File: src/design/osq_pkg.sv
// Shared types and constants for the 1-Wire temperature sensor sequencer.
`timescale 1ns / 1ps

package osq_pkg;

    localparam int CFG_INDEX_W = 2;
    localparam int CFG_DATA_W  = 8;

    // configuration register indexes
    localparam logic [CFG_INDEX_W-1:0] REG_ALARM_HIGH = 2'd0;
    localparam logic [CFG_INDEX_W-1:0] REG_ALARM_LOW  = 2'd1;
    localparam logic [CFG_INDEX_W-1:0] REG_RESOLUTION = 2'd2;

    localparam logic [7:0] ALARM_HIGH_RST = 8'h32;
    localparam logic [7:0] ALARM_LOW_RST  = 8'h85;
    localparam logic [7:0] RESOLUTION_RST = 8'h7F;

    // sensor ROM / function commands
    localparam logic [7:0] CMD_SKIP_ROM   = 8'hCC;
    localparam logic [7:0] CMD_CONVERT    = 8'h44;
    localparam logic [7:0] CMD_READ_SCR   = 8'hBE;
    localparam logic [7:0] CMD_WRITE_SCR  = 8'h4E;

    typedef enum logic [1:0] {
        OP_TICK    = 2'd0,
        OP_CONFIG  = 2'd1,
        OP_READ    = 2'd2,
        OP_ACK     = 2'd3
    } op_t;

    typedef enum logic [2:0] {
        BUS_NONE   = 3'd0,
        BUS_RESET  = 3'd1,
        BUS_WRITE  = 3'd2,
        BUS_RDBIT  = 3'd3,
        BUS_RDBYTE = 3'd4
    } bus_cmd_t;

    typedef struct packed {
        logic [1:0] op;
        logic       link_idle;
        logic       presence_ok;
        logic       sampled_bit;
        logic [7:0] received_byte;
    } in_item_t;

    typedef struct packed {
        logic [2:0]         bus_command;
        logic [7:0]         command_byte;
        logic signed [15:0] temperature;
        logic               reading_ready;
        logic               error_latched;
        logic               busy_res;
    } out_item_t;

endpackage

File: src/design/osq_core.sv
// Sequencer state, scratchpad store, config registers and per-request next-state logic.
`timescale 1ns / 1ps

module osq_core #(
    parameter int SCRATCH_BYTES = 9
) (
    input  logic                               clk,
    input  logic                               rst_n,
    input  logic                               cfg_write,
    input  logic [osq_pkg::CFG_INDEX_W-1:0]    cfg_index,
    input  logic [osq_pkg::CFG_DATA_W-1:0]     cfg_data,
    input  logic                               step,
    input  osq_pkg::in_item_t                  item,
    output osq_pkg::out_item_t                 result
);

    typedef enum logic [3:0] {
        ST_INIT     = 4'd0,
        ST_IDLE     = 4'd1,
        ST_PRESENCE = 4'd2,
        ST_SKIPROM  = 4'd3,
        ST_CFG_PRE  = 4'd4,
        ST_CFG_AH   = 4'd5,
        ST_CFG_AL   = 4'd6,
        ST_CFG_RES  = 4'd7,
        ST_CONVERT  = 4'd8,
        ST_POLL     = 4'd9,
        ST_RDSP     = 4'd10,
        ST_ACQ      = 4'd11,
        ST_ERROR    = 4'd12
    } state_t;

    typedef enum logic [2:0] {
        EV_NONE      = 3'd0,
        EV_CONFIG    = 3'd1,
        EV_READ      = 3'd2,
        EV_CONVDONE  = 3'd3,
        EV_TEMPREADY = 3'd4
    } event_t;

    localparam logic [3:0] LAST_COUNT = 4'(SCRATCH_BYTES);

    state_t     state_reg, state_next;
    event_t     pending_reg, pending_next;
    logic [3:0] byte_index_reg, byte_index_next;
    logic [7:0] scratch_reg [SCRATCH_BYTES];
    logic [7:0] scratch_next [SCRATCH_BYTES];
    logic [7:0] alarm_high_reg, alarm_low_reg, resolution_reg;

    logic       store_en;
    logic [3:0] index_inc;
    logic [2:0] cmd;
    logic [7:0] cbyte;

    always_comb
    begin
        state_next      = state_reg;
        pending_next    = pending_reg;
        byte_index_next = byte_index_reg;
        store_en        = 1'b0;
        index_inc       = byte_index_reg;
        cmd             = osq_pkg::BUS_NONE;
        cbyte           = 8'h00;

        case (osq_pkg::op_t'(item.op))
            osq_pkg::OP_TICK:
            begin
                case (state_reg)
                    ST_INIT:
                    begin
                        state_next = ST_IDLE;
                    end
                    ST_IDLE:
                    begin
                        if (pending_reg == EV_CONFIG || pending_reg == EV_READ)
                        begin
                            cmd        = osq_pkg::BUS_RESET;
                            state_next = ST_PRESENCE;
                        end
                    end
                    ST_PRESENCE:
                    begin
                        if (item.link_idle)
                        begin
                            if (item.presence_ok)
                            begin
                                cmd        = osq_pkg::BUS_WRITE;
                                cbyte      = osq_pkg::CMD_SKIP_ROM;
                                state_next = ST_SKIPROM;
                            end
                            else
                            begin
                                state_next = ST_ERROR;
                            end
                        end
                    end
                    ST_SKIPROM:
                    begin
                        if (item.link_idle)
                        begin
                            if (pending_reg == EV_CONFIG)
                            begin
                                cmd        = osq_pkg::BUS_WRITE;
                                cbyte      = osq_pkg::CMD_WRITE_SCR;
                                state_next = ST_CFG_PRE;
                            end
                            else if (pending_reg == EV_READ)
                            begin
                                cmd        = osq_pkg::BUS_WRITE;
                                cbyte      = osq_pkg::CMD_CONVERT;
                                state_next = ST_CONVERT;
                            end
                            else if (pending_reg == EV_CONVDONE)
                            begin
                                cmd        = osq_pkg::BUS_WRITE;
                                cbyte      = osq_pkg::CMD_READ_SCR;
                                state_next = ST_RDSP;
                            end
                            else
                            begin
                                state_next = ST_IDLE;
                            end
                        end
                    end
                    ST_CFG_PRE:
                    begin
                        if (item.link_idle)
                        begin
                            cmd        = osq_pkg::BUS_WRITE;
                            cbyte      = alarm_high_reg;
                            state_next = ST_CFG_AH;
                        end
                    end
                    ST_CFG_AH:
                    begin
                        if (item.link_idle)
                        begin
                            cmd        = osq_pkg::BUS_WRITE;
                            cbyte      = alarm_low_reg;
                            state_next = ST_CFG_AL;
                        end
                    end
                    ST_CFG_AL:
                    begin
                        if (item.link_idle)
                        begin
                            cmd        = osq_pkg::BUS_WRITE;
                            cbyte      = resolution_reg;
                            state_next = ST_CFG_RES;
                        end
                    end
                    ST_CFG_RES:
                    begin
                        if (item.link_idle)
                        begin
                            pending_next = EV_NONE;
                            state_next   = ST_IDLE;
                        end
                    end
                    ST_CONVERT:
                    begin
                        if (item.link_idle)
                        begin
                            cmd        = osq_pkg::BUS_RDBIT;
                            state_next = ST_POLL;
                        end
                    end
                    ST_POLL:
                    begin
                        if (item.link_idle)
                        begin
                            if (item.sampled_bit)
                            begin
                                pending_next = EV_CONVDONE;
                                cmd          = osq_pkg::BUS_RESET;
                                state_next   = ST_PRESENCE;
                            end
                            else
                            begin
                                state_next = ST_CONVERT;
                            end
                        end
                    end
                    ST_RDSP:
                    begin
                        if (item.link_idle)
                        begin
                            byte_index_next = 4'd0;
                            cmd             = osq_pkg::BUS_RDBYTE;
                            state_next      = ST_ACQ;
                        end
                    end
                    ST_ACQ:
                    begin
                        if (item.link_idle)
                        begin
                            // out-of-range index finishes the read without storing
                            if (byte_index_reg < LAST_COUNT)
                            begin
                                store_en  = 1'b1;
                                index_inc = byte_index_reg + 4'd1;
                            end
                            if (index_inc < LAST_COUNT)
                            begin
                                cmd             = osq_pkg::BUS_RDBYTE;
                                byte_index_next = index_inc;
                            end
                            else
                            begin
                                pending_next    = EV_TEMPREADY;
                                byte_index_next = 4'd0;
                                state_next      = ST_IDLE;
                            end
                        end
                    end
                    default:
                    begin
                        // error and unused codes hold
                        state_next = state_reg;
                    end
                endcase
            end
            osq_pkg::OP_CONFIG:
            begin
                pending_next = EV_CONFIG;
            end
            osq_pkg::OP_READ:
            begin
                if (pending_reg == EV_NONE)
                begin
                    pending_next = EV_READ;
                end
            end
            osq_pkg::OP_ACK:
            begin
                if (pending_reg == EV_TEMPREADY)
                begin
                    pending_next = EV_NONE;
                end
            end
            default:
            begin
                pending_next = pending_reg;
            end
        endcase
    end

    always_comb
    begin
        for (int i = 0; i < SCRATCH_BYTES; i++)
        begin
            scratch_next[i] = (store_en && byte_index_reg == 4'(i)) ?
                              item.received_byte : scratch_reg[i];
        end
    end

    always_comb
    begin
        result.bus_command   = cmd;
        result.command_byte  = cbyte;
        result.temperature   = {scratch_next[1], scratch_next[0]};
        result.reading_ready = (pending_next == EV_TEMPREADY);
        result.error_latched = (state_next == ST_ERROR);
        result.busy_res      = (state_next != ST_IDLE);
    end

    always_ff @(posedge clk or negedge rst_n)
    begin
        if (!rst_n)
        begin
            state_reg      <= ST_INIT;
            pending_reg    <= EV_NONE;
            byte_index_reg <= 4'd0;
            alarm_high_reg <= osq_pkg::ALARM_HIGH_RST;
            alarm_low_reg  <= osq_pkg::ALARM_LOW_RST;
            resolution_reg <= osq_pkg::RESOLUTION_RST;
            for (int i = 0; i < SCRATCH_BYTES; i++)
            begin
                scratch_reg[i] <= 8'h00;
            end
        end
        else
        begin
            if (step)
            begin
                state_reg      <= state_next;
                pending_reg    <= pending_next;
                byte_index_reg <= byte_index_next;
                for (int i = 0; i < SCRATCH_BYTES; i++)
                begin
                    scratch_reg[i] <= scratch_next[i];
                end
            end
            if (cfg_write)
            begin
                case (cfg_index)
                    osq_pkg::REG_ALARM_HIGH: alarm_high_reg <= cfg_data;
                    osq_pkg::REG_ALARM_LOW:  alarm_low_reg  <= cfg_data;
                    osq_pkg::REG_RESOLUTION: resolution_reg <= cfg_data;
                    default:                 ;
                endcase
            end
        end
    end

endmodule

File: src/design/osq_outbuf.sv
// Two-entry result queue between the sequencer and the output channel.
`timescale 1ns / 1ps

module osq_outbuf (
    input  logic               clk,
    input  logic               rst_n,
    input  logic               push,
    input  osq_pkg::out_item_t push_data,
    output logic               full,
    output logic               out_valid,
    input  logic               out_stall,
    output osq_pkg::out_item_t out_data
);

    osq_pkg::out_item_t entry_reg [2];
    logic               head_reg, head_next;
    logic [1:0]         count_reg, count_next;
    logic               pop;
    logic               tail;

    assign full      = (count_reg == 2'd2);
    assign out_valid = (count_reg != 2'd0);
    assign out_data  = entry_reg[head_reg];
    assign pop       = out_valid && !out_stall;
    assign tail      = head_reg ^ count_reg[0];

    always_comb
    begin
        head_next  = head_reg ^ pop;
        count_next = count_reg + {1'b0, push} - {1'b0, pop};
    end

    always_ff @(posedge clk or negedge rst_n)
    begin
        if (!rst_n)
        begin
            head_reg  <= 1'b0;
            count_reg <= 2'd0;
        end
        else
        begin
            head_reg  <= head_next;
            count_reg <= count_next;
        end
    end

    always_ff @(posedge clk)
    begin
        if (push)
        begin
            entry_reg[tail] <= push_data;
        end
    end

endmodule

File: src/design/onewire_temp_sensor_sequencer.sv
// Top level of the 1-Wire temperature sensor sequencer.
// Each result is queued at the edge that accepts its request.
// Throughput: one request per cycle; a two-entry result queue keeps the input open
// while one result waits, and in_stall rises only when both entries are held.
// Reset (rst_n, async low) clears state to init, pending event to none, the
// scratchpad to zero, the queue to empty and the config registers to their defaults.
`timescale 1ns / 1ps

module onewire_temp_sensor_sequencer #(
    parameter int SCRATCH_BYTES = 9
) (
    input  logic                            clk,
    input  logic                            rst_n,
    input  logic                            cfg_write,
    input  logic [osq_pkg::CFG_INDEX_W-1:0] cfg_index,
    input  logic [osq_pkg::CFG_DATA_W-1:0]  cfg_data,
    input  logic                            in_valid,
    output logic                            in_stall,
    input  osq_pkg::in_item_t               in_data,
    output logic                            out_valid,
    input  logic                            out_stall,
    output osq_pkg::out_item_t              out_data
);

    logic               accept;
    osq_pkg::out_item_t result;

    assign accept = in_valid && !in_stall;

    osq_core #(
        .SCRATCH_BYTES (SCRATCH_BYTES)
    ) u_core (
        .clk       (clk),
        .rst_n     (rst_n),
        .cfg_write (cfg_write),
        .cfg_index (cfg_index),
        .cfg_data  (cfg_data),
        .step      (accept),
        .item      (in_data),
        .result    (result)
    );

    osq_outbuf u_outbuf (
        .clk       (clk),
        .rst_n     (rst_n),
        .push      (accept),
        .push_data (result),
        .full      (in_stall),
        .out_valid (out_valid),
        .out_stall (out_stall),
        .out_data  (out_data)
    );

endmodule

File: config.mk
export PLATFORM = sky130hd
export DESIGN_NAME = onewire_temp_sensor_sequencer
export DESIGN_NICKNAME = d
export VERILOG_FILES = /design/src/design/osq_pkg.sv /design/src/design/osq_core.sv /design/src/design/osq_outbuf.sv /design/src/design/onewire_temp_sensor_sequencer.sv
export SDC_FILE = /design/constraint.sdc
export NUM_CORES = 1
export LEC_CHECK = 0
export BUFFER_PORTS_ARGS = -buffer_cell sky130_fd_sc_hd__buf_2
export CAP_MARGIN = 10
export CORE_MARGIN = 5
export CORE_UTILIZATION = 50
export DETAILED_ROUTE_END_ITERATION = 8
export PLACE_DENSITY = 0.69
export SYNTH_ARGS = -nofsm -noshare
export SYNTH_HDL_FRONTEND = slang
export SYNTH_HIERARCHICAL = 1
export SYNTH_SLANG_ARGS = --single-unit
File: constraint.sdc
create_clock -name clk -period 7.4 [get_ports clk]
set_input_delay 1.48 -clock clk [delete_from_list [all_inputs] [get_ports clk]]
set_output_delay 1.48 -clock clk [all_outputs]
set_load 0.005 [all_outputs]
### After elaboration in Yosys (flattened, before gate mapping)

Memory sizes are Yosys's and may differ from the RTL's.
Cells that the tools add are included.

* reductions and logical operators: 19
* multipliers: 0
* add/subtract/negate cells: 3
* equal/unequal tests: 27
* shifts and indexed selects: 0
* mux-type cells: 71
* div/mod/pow operators: 0
* bitwise operators: 2
* $lt $le $gt $ge: 2

Operators with widths (number)
* 4-bit 2-to-1 mux: 25
* 8-bit 2-to-1 mux: 12
* 3-bit 2-to-1 mux: 16
* 4-bit one-hot mux with 12 select lines: 1
* 8-bit one-hot mux with 5 select lines: 1
* 3-bit one-hot mux with 8 select lines: 1
* 4-bit equality test (second input constant): 5
* 4-bit by 3-bit equality test with 1-bit output (second input constant): 4
* 3-bit one-hot mux with 4 select lines: 1
* 3-bit one-hot mux with 3 select lines: 1
* 2-bit equality test (second input constant): 4
* 4-bit by 1-bit equality test with 1-bit output (second input constant): 2
* 4-bit by 2-bit equality test with 1-bit output (second input constant): 2
* 4-bit logical NOT: 2
* 4-bit less-than comparator (second input constant): 2
* 1-bit 2-to-1 mux: 8
* 2-bit 2-to-1 mux: 4
* 4-bit one-hot mux with 2 select lines: 1
* 3-bit by 2-bit equality test with 1-bit output (second input constant): 2
* 3-bit equality test (second input constant): 2
* 2-bit AND reduction: 3
* 5-bit AND reduction: 1
* 4-bit by 1-bit adder with 4-bit output (second input constant): 1
* 2-bit by 1-bit equality test with 1-bit output (second input constant): 2
* other kinds (13): 21

* ROM bits: 0
* bits in registers: 54
* memory bits (writable): 60
* input bits: 28
* output and inout bits: 32
* memories: 1
* latch bits: 0
* word-level logic and storage cells: 135

Memory list
* u_outbuf.entry_reg: depth 2, bits a word 30, read ports 1, clocked after Yosys merged registers in 0, write ports 1, line osq_outbuf.sv:15 `osq_pkg::out_item_t entry_reg [2];`

### Depth between registers and ports, before layout

Gate-level depths: netlist (run 1).

* depth after elaboration: 11
* mapped depth: 8
* mapped depth without buffers: 8

### Cells and area by module

The synthesis (run 1) kept the hierarchy.

Modules (own cells, without submodules)
* osq_core: area an instance 3221.8 µm², times used 1, sequential area each 1292.5 µm², cells each 319
* osq_outbuf: area an instance 2498.6 µm², times used 1, sequential area each 1876.8 µm², cells each 111
* onewire_temp_sensor_sequencer: area an instance 13.8 µm², times used 1, sequential area each 0.0 µm², cells each 1

### Least setup slack after synthesis (run 1)

No wires, ideal clock.

* path type: input -> register
* from: input in_valid
* to: memory u_outbuf/entry_reg[1][0] in the netlist's numbering (enable)
* buffers on the path: 0
* stages: 2
* library setup time: 0.421 ns
* slack: 3.958 ns
* arrival: 3.022 ns
* data required time: 6.979 ns
* path through: nor2b_4 > nor2b_1

* cells in the longest elaborated chain, start to end: 3

Ends and longest elaborated chain
* start: declaration: line onewire_temp_sensor_sequencer.sv:17 `input logic in_valid,`
* 1-bit logical AND: line onewire_temp_sensor_sequencer.sv:28 `assign accept = in_valid && !in_stall;`
* 1-bit 2-to-1 mux: line osq_outbuf.sv:49 `if (push)`
* 1-bit 2-to-1 mux (implied by the code): line osq_outbuf.sv:51 `entry_reg[tail] <= push_data;`
* end: declaration: line osq_outbuf.sv:15

Every way passes these cells.

==> summary by stage, run 1 <==
Synthesis
The simple-gate share of the synthesized area is 0.0995. The multiplexer area fraction after synthesis is 0.208. In the synthesized netlist the async set-or-reset flop fraction comes to 0.474. The share of Yosys cell area claimed by the top area cell type is 0.314.

The post-synthesis share of cell area spent on full adders, half adders and majority gates is 0.0131. The per-instance average area after synthesis is 13.3 sq um. The Yosys warning count is 6. The sequential cell area fraction in the yosys report is 0.553. The number of nets handed over by synthesis was 465. The number of enable flip-flop cells after synthesis is 60. The flip-flop and latch count after synthesis is ~110. The dominant register cell in the synthesized netlist is edfxtp_1. The combinational family with the most area after synthesis is multiplexers. The fraction of the mapped netlist area in compound gates is 0.0810. Of all cell types, the one taking the most synthesized area is edfxtp_1. Counting distinct cell types in the post-synthesis netlist gives 57. The area of the mapped netlist is 5730 sq um. Sorting the synthesized cells by area gives the leading types as edfxtp_1, dfrtp_1, mux2_2. The gate count of the mapped netlist is between 400 and 500. Of the total synthesized cell area, the portion taken by XOR and XNOR cells is 0.00764.

Setup path
Together, buffers and inverters on the worst path number 1. The worst setup path is launched from a flop. The delay of the slowest critical-path stage is 1.03 ns. The arrival time of data at the critical path endpoint is just under 2 ns. For this design, the slowest cell found on the critical path is dfrtp_2. STA classifies the critical path endpoint as an output port.

In this design, the largest share of critical-path delay is due to flip-flops. Data on the critical path is required at its endpoint by just under 6 ns. Along the worst path, the maximum fanout reaches 32. The setup path with the least slack is of type reg2out. The signal on the critical path passes through mux2_2, buf_2.

Detailed routing
The iteration-0 DRC count of the detailed router is 284. The count of nets left with antenna violations once routing finished came out at 0. In the routed layout, each cell is associated on average with a via count of between 5 and 6. The count of TritonRoute iterations in the first routing pass is 6. For this run, design rule violations remaining after detail routing come to 0. The total via count in the routed design is between 3000 and 4000.

The wire length per cell after detailed routing is ~17 um. After detailed routing, the total wire length is around 11000 um.

STA
At the pin with the least slew margin, the transition time is ~1.0 ns. Setup violations remaining at the end of the flow were counted as 0. The post-layout worst setup margin is around 3.9 ns.

The worst relative slew slack is 0.324. Setup repair after global routing left no endpoint under its margin. The final setup skew is between 0.007 and 0.008 ns.

For this run, the top clock speed supported by timing is 288 MHz. The total count of hold-check failures in the final report came to 0. Of the available clock period, the critical path in the final layout requires 0.469. The total count of max-transition violations in the final report came to 0.

Setup total negative slack on the finished layout was measured at 0 ns. The clock period could shrink to about 3.5 ns.

Floorplan
The initial utilization of the core area, before any placement, comes to 0.507. The region available for standard cell placement spans around 11000 sq um. The die boundary height is 117 um.

The floorplan step defined a die boundary enclosing roughly 14000 sq um. The number of top-level pins is 60. The die width is between 100 and 150 um.

In this run the core area contains 39 standard-cell rows.

Global route
The first-pass GRT wire length is 18400 um. For this run, the total global-route usage over all layers was measured as 0.176. The maximum number of pins on one net before global-route repair is 55. The number of global-route vias before repair is between 3000 and 4000. Global routing finished with a remaining overflow of 0. The number of antenna violations at the first check in global routing is 0. In the global route stage, met1 resource usage came out at 0.219. The most used routing layer is met2. The met3 usage is 0.0463.

The global-route met2 utilization is 0.296.

Clock network
The post-CTS resize count is 0. The clock transition at the register clock pins on the worst setup and hold paths after CTS is 0.05 ns. The clock network latency to the later pin of the worst-skew pair is 0.41 ns. The buffer depth of the longest clock path is 2. After clock tree synthesis, the flow added hold-fix buffers numbering 0.

The post-CTS setup buffer count is 0. In this run the clock root is driven by a clkbuf_16. Clock tree synthesis inserted a total of 17 buffers. The CTS tree is done.

The clock net in this run drives a total of between 100 and 150 sinks. The maximum level of the CTS H-tree is 4.

Cells and area
Registers take roughly 3200 sq um. The most common cell after layout, fill and taps aside is edfxtp_1. Summing all non-filler instances in the final layout gives an area of roughly 6700 sq um. The top cell types in the final layout, fill and taps aside, are edfxtp_1, buf_2, mux2_2. The fraction of final layout cells with drive strength greater than 1 is 0.414. At the end of the flow, the number of nets in the layout was 524. The number of filler cells placed in the layout is slightly above 900. The multi-input combinational cells in the finished layout cover a total of between 2000 and 2500 sq um.

Excluding fillers, the count of instances in the completed layout stands at about 650. The repair_antennas step left the layout with diodes totalling 0. The register with the most flip-flops in the layout has 60 of them. The area growth from synthesis to layout is 16.3%.

Pwr
The peak supply drop is 0.180 mV. The leakage power total is about 0.0028 uW. Dividing total power by cell area gives a power density of 378 nW/um^2.

Status
The flow ran to the end, and the final reports show no timing, DRC or antenna violations.

Placed design
The wire-length estimate of the detail-placed layout is ~7600 um. The final weighted congestion in routability-driven placement is roughly 0.86. The post-placement worst setup slack is about 4 ns. The post-placement cell area is just over 6000 sq um. Including well taps, the total number of placed cells is between 600 and 700. Input and output buffers added on the ports amount to 59.

Hold path
The worst hold-check path type is reg2reg.

Job
The number of max-cap violations is 0.
[logic make-up (layout without fill, tap and decap cells)]
logic type                 after synthesis  count (layout)
and+or+nand+nor                        101             101
muxes                                   97              97
DFF                                    114             114
buffers and inverters                   36             108
adders and majority gates                6               6
xor gates and xnor gates                 5               5
AOI/OAI and AO/OA                       72              72
[cell usage after synthesis (3+ instances only)]
library cell	count
o2111ai_1	3
nor2_1	20
nor4_1	5
nor2b_1	8
o31ai_1	4
nand3_1	5
nor2b_4	3
ha_1	6
xnor2_1	5
dfrtp_1	41
mux2_2	59
nand2b_1	4
nor3_1	5
mux2_4	29
buf_2	3
dfstp_2	13
buf_6	3
buf_4	3
mux2i_1	9
a221oi_1	3
o22ai_1	3
and2_1	3
a31oi_1	5
a21oi_1	16
buf_12	3
clkbuf_1	9
nand4_1	4
edfxtp_1	60
a21o_1	3
nand2_1	26
a22oi_1	3
inv_1	13
nand3b_1	3
o21ai_0	18
[power by group]
| group | switching (uW) | internal [uW] |
|---|---|---|
| registers | 134 | 875 |
| logic | 350 | 366 |
| clock network | 272 | 523 |
| total | 755 | 1760 |
[worst register-to-register path: cells and delay by family, from the launching register on]
kind	cells	cell delay, ns
and+or+nand+nor	4	1.60
muxes	1	0.35
DFF	1	0.60
[routing by layer]
layer | vias up | part of all wire
met1 | 1724 | 0.42
met2 | 136 | 0.49
li1 | 1719 | -
met4 | 0 | 0.015
met5 | - | 0
met3 | 20 | 0.067
[path summary, 6_finish.rpt]
kind                                             start                        end  slack, ns  cells past startpoint
worst max-delay path                 u_outbuf/head_reg               out_data[29]       3.93                      2
worst min-delay path            u_core/scratch_reg[57]     u_core/scratch_reg[57]       0.50                      1
worst max register to register     u_core/state_reg[3]  u_outbuf/entry_reg[1][16]       4.60                      5
worst min register to register  u_core/scratch_reg[57]     u_core/scratch_reg[57]       0.50                      1
max in group asynchronous                        rst_n          u_outbuf/head_reg       5.69                      2
min in group asynchronous                        rst_n      u_core/pending_reg[1]       1.21                      2
[layout make-up]
| cell class | instances | share of cell area |
|---|---|---|
| repair buffers | 63 | 0.0488 |
| multi-input cells | 281 | 0.352 |
| clock buffers | 25 | 0.0841 |
| clock inverters | 7 | 0.00582 |
| flip-flops and latches | 114 | 0.475 |
| inverters | 13 | 0.00732 |
| well taps | 143 | 0.0268 |
[metrics by stage]
step,utilization,power [uW],hold WS (ns)
global route,0.589,2660,0.517
finish,0.589,2520,0.500
detailed placement,0.536,1740,0.489
global placement,0.536,1730,0.482
floorplan,-,1550,0.472
CTS,0.589,2550,0.500
No activity file was read; power rests on OpenSTA's default activity.
==> run 2, diff against run 1 <==
==> constraint.sdc (replaced) <==
create_clock -name clk -period 3.23 [get_ports clk]
set_input_delay 0.646 -clock clk [delete_from_list [all_inputs] [get_ports clk]]
set_output_delay 0.646 -clock clk [all_outputs]
set_load 0.005 [all_outputs]
==> summary by stage, run 2 (same netlist as run 1, synthesis figures left out) <==
Floorplan
The floorplan die area is 13700 sq um (unchanged). The starting utilization of the core area is 0.507 (unchanged). The die boundary height is 117 um (unchanged). The number of top-level pins is 60 (unchanged). The number of rows in the core area came to 39 (unchanged). The core region area is 11300 sq um (unchanged). The die width is 117 um (unchanged).

Detailed routing
The number of nets still failing antenna checks after routing is 0 (unchanged). The wire length per cell after detailed routing is 17.4 um (was 17.3 um). The total detailed-routing wirelength is 11300 um (was 11200 um). The DRC violation count after routing is 0 (unchanged). The iteration-0 DRC count of the detailed router is 183 (was 284). The total via count in the routed design was 3654 (was 3599). The count of TritonRoute iterations in the first routing pass is 4 (was 6).

The number of vias per cell is 5.61 (was 5.57).

Global route
The number of antenna violations at the first check in global routing is 0 (unchanged). The total track usage is 0.180 (was 0.176). The leftover overflow at the end of global routing was 0 (unchanged). The first-pass GRT wire length is 18900 um (was 18400 um). The maximum number of pins on one net before global-route repair came to 44 (was 55). The number of global-route vias before repair came to 3745 (was 3696).

Placed design
The detailed-placement wirelength estimate is 7800 um (was 7620 um). The instance count after placement with tap cells included was 619 (was 614). The number of buffer cells added on primary ports is 59 (unchanged). The final weighted congestion in routability-driven placement is 0.896 (was 0.862). The post-placement worst setup slack is 0.781 ns (was 4.12 ns).

STA
The setup TNS is 0 ns (unchanged). Static timing analysis puts the maximum clock frequency at 411 MHz. The final-report setup violation count came to 0 (unchanged). The transition time at the pin with the least slew margin is 1.00 ns (was 1.01 ns). The final hold slack is 0.409 ns (was 0.500 ns). The total count of hold-check failures in the final report came to 0 (unchanged). The final setup skew came to 0.0112 ns (was 0.00758 ns). The worst relative slew slack is 0.332 (was 0.324). The total count of max-transition violations in the final report was 0 (unchanged). Setup repair after global routing missed its margin: no (unchanged). The final critical delay including setup and external delays is 2.43 ns. The post-layout worst setup margin is 0.797 ns (was 3.93 ns). Dividing the final minimum period by the clock period gives 0.753.

Setup path
The terminus of the critical flop-to-flop path is u_outbuf/entry_reg[1][1] (was u_outbuf/entry_reg[1][16]). The sum of buffers and inverters on the critical path came to 2 (was 1). The critical path depth was 3 (was 2). The register-to-register setup slack was 0.82 ns (was 4.60 ns).

The startpoint of the worst-slack reg-to-reg timing path is u_core/state_reg[3] (unchanged). The startpoint-to-endpoint class of the critical path is reg2out (unchanged). The cell with the largest stage delay on the worst path is buf_4 (was dfrtp_2). The dominant delay contributor by cell family on the critical path is buffers and inverters (was flip-flops).

The critical path capture point type is an output port (unchanged). The top fanout value on the critical path is 28 (was 32). Worst-path cell chain: buf_4, mux2_4, buf_2 (was mux2_2, buf_2).

The arrival time of data at the critical path endpoint is 1.79 ns (was 1.99 ns). The worst setup path startpoint is u_outbuf/head_reg (unchanged). The delay of the slowest critical-path stage is 0.48 ns (was 1.03 ns). The number of cells on the worst reg-to-reg path is 7 (was 5). The nature of the critical path startpoint is a flop (unchanged). The data required time of the worst path is 2.58 ns (was 5.92 ns).

The capture point of the worst path is out_data[25] (was out_data[29]).

Clock network
The cell at the root of the clock tree is clkbuf_16 (unchanged). The clock network latency to the later pin of the worst-skew pair is 0.40 ns (was 0.41 ns). The post-CTS setup buffer count came to 0 (unchanged).

The hold-fix buffer count after cts was 0 (unchanged). The buffer depth of the longest clock path is 2 (unchanged). The maximum level of the CTS H-tree is 4 (unchanged). The post-CTS resize count was 0 (unchanged). The CTS tree was done (unchanged). The total number of clock tree sinks is 114 (unchanged). The clock buffer count from CTS is 17 (unchanged). The clock transition at the register clock pins on the worst setup and hold paths after CTS is 0.05 ns (about the same).

Cells and area
The number of filler cells placed in the layout is 915 (was 923). Most frequent cells in the layout: edfxtp_1, buf_2, mux2_2 (unchanged). The number of flip-flops under the largest register name is 60 (unchanged). The fraction of final layout cells with drive strength greater than 1 is 0.415 (was 0.414).

The area growth from synthesis to layout is 16.5% (was 16.3%). The post-route non-filler standard cell count is 651 (was 646). The register area is 3170 sq um (unchanged).

The post-route core utilization is 0.590 (was 0.589). The area of the multi-input gates was 2350 sq um (unchanged). The total inserted antenna cells is 0 (unchanged).

The most common cell after layout, fill and taps aside is edfxtp_1 (unchanged). The net total in the final layout is 529 (was 524).

Pwr
The internal cell power is 4030 uW (was 1760 uW). The switching power share of the total is 0.301 (was 0.300). The share of power burned in the clock network was 0.308 (was 0.315). The sequential power share was 0.386 (was 0.400). The net switching power is 1730 uW (was 755 uW). The share of power burned in combinational logic came to 0.306 (was 0.284). The leakage power total was 0.00286 uW (was 0.00285 uW). The areal power density over the cells is 862 nW/um^2 (was 378 nW/um^2).

The peak supply drop was 0.476 mV (was 0.180 mV).

Job
The number of max-cap violations is 0 (unchanged).

Hold path
The worst hold-check path type is in2async (was reg2reg).

Status
Run status: finished, final reports clean (unchanged).
==> run 2: power by group through the flow <==
stage	Combinational [uW]	Clock (uW)	Sequential [uW]
floorplan	1420	0	2130
global placement	1780	0	2230
detailed placement	1790	0	2250
CTS	1790	1810	2230
global route	1930	1890	2280
finish	1760	1770	2220
==> run 2: worst min-delay path by stage <==
stage,from,end,slack (ns)
3_3_place_gp,u_core/scratch_reg[64],u_core/scratch_reg[64],0.48
2_1_floorplan,rst_n,u_core/alarm_high_reg[0],0.35
4_1_cts,rst_n,u_core/pending_reg[1],0.45
3_5_place_dp,u_core/scratch_reg[56],u_core/scratch_reg[56],0.49
5_1_grt,cfg_data[1],u_core/resolution_reg[1],0.49
6_report,rst_n,u_core/pending_reg[1],0.41
==> run 2: cell type report <==
cell class,instances,area share
Clock inverter,8,0.0107
Clock buffer,24,0.0755
Tap cell,143,0.0268
Inverter,13,0.00730
Sequential cell,114,0.474
Multi-Input combinational cell,281,0.351
Timing Repair Buffer,68,0.0543
==> run 2: layer usage <==
metal / wire [um] / vias up / global-route usage
met5: 0 / - / 0
met4: 122 / 0 / 0.0589
met3: 589 / 12 / 0.0478
met2: 5760 / 95 / 0.303
met1: 4850 / 1809 / 0.226
li1: - / 1738 / -
==> run 2: per-stage QoR <==
| stage | instance area [sq um] | total power [uW] |
|---|---|---|
| global placement | 6110 | 4010 |
| detailed placement | 6110 | 4040 |
| floorplan | 5730 | 3550 |
| CTS | 6680 | 5830 |
| global route | 6680 | 6090 |
| finish | 6680 | 5760 |
==> run 3, diff against run 2 <==
==> constraint.sdc (replaced) <==
create_clock -name clk -period 2.4 [get_ports clk]
set_input_delay 0.48 -clock clk [delete_from_list [all_inputs] [get_ports clk]]
set_output_delay 0.48 -clock clk [all_outputs]
set_load 0.005 [all_outputs]
==> summary by stage, run 3 (same netlist as run 1, synthesis figures left out) <==
STA
The setup TNS came to 0 ns (unchanged). The total count of max-transition violations in the final report is 0 (unchanged). The total count of hold-check failures in the final report is 0 (unchanged). Based on the critical path, the design can be clocked at up to ~450 MHz.

The final critical delay including setup and external delays is between 2 and 2.5 ns. In the finished design, the share of the clock period the worst path needs comes to 0.917. The final setup skew came to 0.00673 ns (was 0.0112 ns). The worst relative slew slack is 0.540 (was 0.332). The transition time at the pin with the least slew margin is 0.690 ns (was 1.00 ns). The final-report setup violation count was 0 (unchanged).

The final hold slack is 0.210 ns (was 0.409 ns).

Global route
The first-pass GRT wire length is 19500 um (was 18900 um). The total track usage is 0.187 (was 0.180). The number of global-route vias before repair is 3937 (was 3745).

The number of antenna violations at the first check in global routing is 0 (unchanged). The maximum number of pins on one net before global-route repair was 55 (was 44). The leftover overflow at the end of global routing was 0 (unchanged).

Cells and area
The fraction of final layout cells with drive strength greater than 1 is 0.432 (was 0.415). The number of flip-flops under the largest register name is 60 (unchanged). The cell area after layout was 6780 sq um (was 6680 sq um). The register area is 3170 sq um (about the same).

The area growth from synthesis to layout is 18.2% (was 16.5%). The area of the multi-input gates is 2360 sq um (was 2350 sq um). Most frequent cells in the layout: edfxtp_1, buf_2, mux2_2 (unchanged). The net total in the final layout is 540 (was 529). The number of filler cells placed in the layout is 896 (was 915). The post-route core utilization came to 0.599 (was 0.590). The total inserted antenna cells is 0 (unchanged). The most common cell after layout, fill and taps aside is edfxtp_1 (unchanged). The post-route non-filler standard cell count is 661 (was 651).

Detailed routing
The count of TritonRoute iterations in the first routing pass was 6 (was 4). The number of nets still failing antenna checks after routing is 0 (unchanged). The wire length per cell after detailed routing is 17.7 um (was 17.4 um). The DRC violation count after routing was 0 (unchanged). The iteration-0 DRC count of the detailed router is 218 (was 183). The total detailed-routing wirelength is 11700 um (was 11300 um).

The total via count in the routed design is 3729 (was 3654). The number of vias per cell was 5.64 (was 5.61).

Placed design
The instance count after placement with tap cells included was 630 (was 619). The final weighted congestion in routability-driven placement is 0.958 (was 0.896). The post-placement cell area is 6190 sq um (was 6110 sq um). The detailed-placement wirelength estimate was 8050 um (was 7800 um).

The number of buffer cells added on primary ports is 59 (unchanged).

Job
The number of max-cap violations came to 0 (unchanged).

Setup path
The top fanout value on the critical path is 6 (was 28). The critical path capture point type is a flop (was output port). The delay of the slowest critical-path stage is 0.44 ns (was 0.48 ns). The data required time of the worst path is 2.69 ns (was 2.58 ns). The startpoint-to-endpoint class of the critical path is reg2reg (was reg2out). The arrival time of data at the critical path endpoint is 2.49 ns (was 1.79 ns). Worst-path cell chain: inv_1, ha_1, nand2b_1, a22oi_1, o21ai_1, nor2b_4, or2_1, o31ai_1 (was buf_4, mux2_4, buf_2). The cell with the largest stage delay on the worst path is dfrtp_1 (was buf_4).

The nature of the critical path startpoint is a flop (unchanged).

Status
Run status: finished, final reports clean (unchanged).

Clock network
The cell at the root of the clock tree is clkbuf_16 (unchanged). The post-CTS setup buffer count was 0 (unchanged). The maximum level of the CTS H-tree was 4 (unchanged). The clock transition at the register clock pins on the worst setup and hold paths after CTS is 0.05 ns (about the same). The clock network latency to the later pin of the worst-skew pair is 0.40 ns (about the same).

The CTS tree is done (unchanged). The total number of clock tree sinks came to 114 (unchanged). The buffer depth of the longest clock path came to 2 (unchanged). The clock buffer count from CTS is 17 (unchanged).

Floorplan
The number of rows in the core area is 39 (unchanged). The starting utilization of the core area is 0.507 (unchanged). The die width is 117 um (unchanged).

The die boundary height came to 117 um (unchanged). The floorplan die area was 13700 sq um (unchanged). The number of top-level pins is 60 (unchanged). The core region area is 11300 sq um (unchanged).

Pwr
The leakage power total came to 0.00291 uW (was 0.00286 uW). The areal power density over the cells is 1160 nW/um^2 (was 862 nW/um^2). The peak supply drop was 0.506 mV (was 0.476 mV).

Hold path
The worst hold-check path type is in2async (unchanged).
[run 3: cell types whose count changed in the layout (fill, tap and decap cells not counted), sizes merged]
cell and delta:
bufinv +2, inv -2, clkinvlp +2, clkbuf -5, buf +11, clkinv +2
[run 3: metrics by stage]
step	setup WS [ns]	power, uW
after floorplan	0.419	4780
after global placement	0.244	5430
after detailed placement	0.0936	5500
after CTS	0.0699	7950
after global routing	-0.000414	8340
final	0.199	7890
[run 3: routing by layer]
metal  track usage  vias to the layer above  part of all wire
met5             0                        -                 0
met4        0.0787                        0             0.017
met3        0.0427                       25             0.057
met2         0.323                      145              0.51
met1         0.224                     1805              0.42
li1              -                     1754                 -
[run 3: final cells by class]
type                    instances  area share
flip-flops and latches        114       0.468
multi-input cells             281       0.348
repair buffers                 79      0.0657
clock buffers                  19      0.0639
well taps                     143      0.0264
clock inverters                12      0.0209
inverters                      13     0.00720
[run 3: repair_timing]
| action | in CTS | in global routing |
|---|---|---|
| hold buffers | 0 | 0 |
| gates resized for setup | 0 | 3 |
| setup endpoints to repair | 0 | 7 |
[run 3: final timing paths]
kind	startpoint	to	slack, ns	depth (start not counted)
hold reg to reg	u_core/scratch_reg[63]	u_core/scratch_reg[63]	0.50	1
min in group clk	cfg_data[6]	u_core/alarm_low_reg[6]	0.34	2
setup reg to reg	u_core/byte_index_reg[1]	u_core/byte_index_reg[1]	0.20	8
hold / removal	rst_n	u_core/pending_reg[1]	0.21	2
max in group asynchronous	rst_n	u_outbuf/head_reg	1.70	2
setup / recovery	u_core/byte_index_reg[1]	u_core/byte_index_reg[1]	0.20	8
[run 3: power by group]
part	switching [uW]	total (uW)	internal, uW
Sequential	234	2940	2700
Combinational	1310	2520	1210
Clock	829	2440	1610
Total	2370	7890	5520
[run 3: critical path: cells and delay by family, from the launching register on]
kind	cells	cell delay, ns
flip-flops	1	0.44
AO/OA/AOI/OAI	3	0.75
buffers and inverters	1	0.12
AND/OR/NAND/NOR	3	0.58
adder cells (fa/ha/maj)	1	0.20
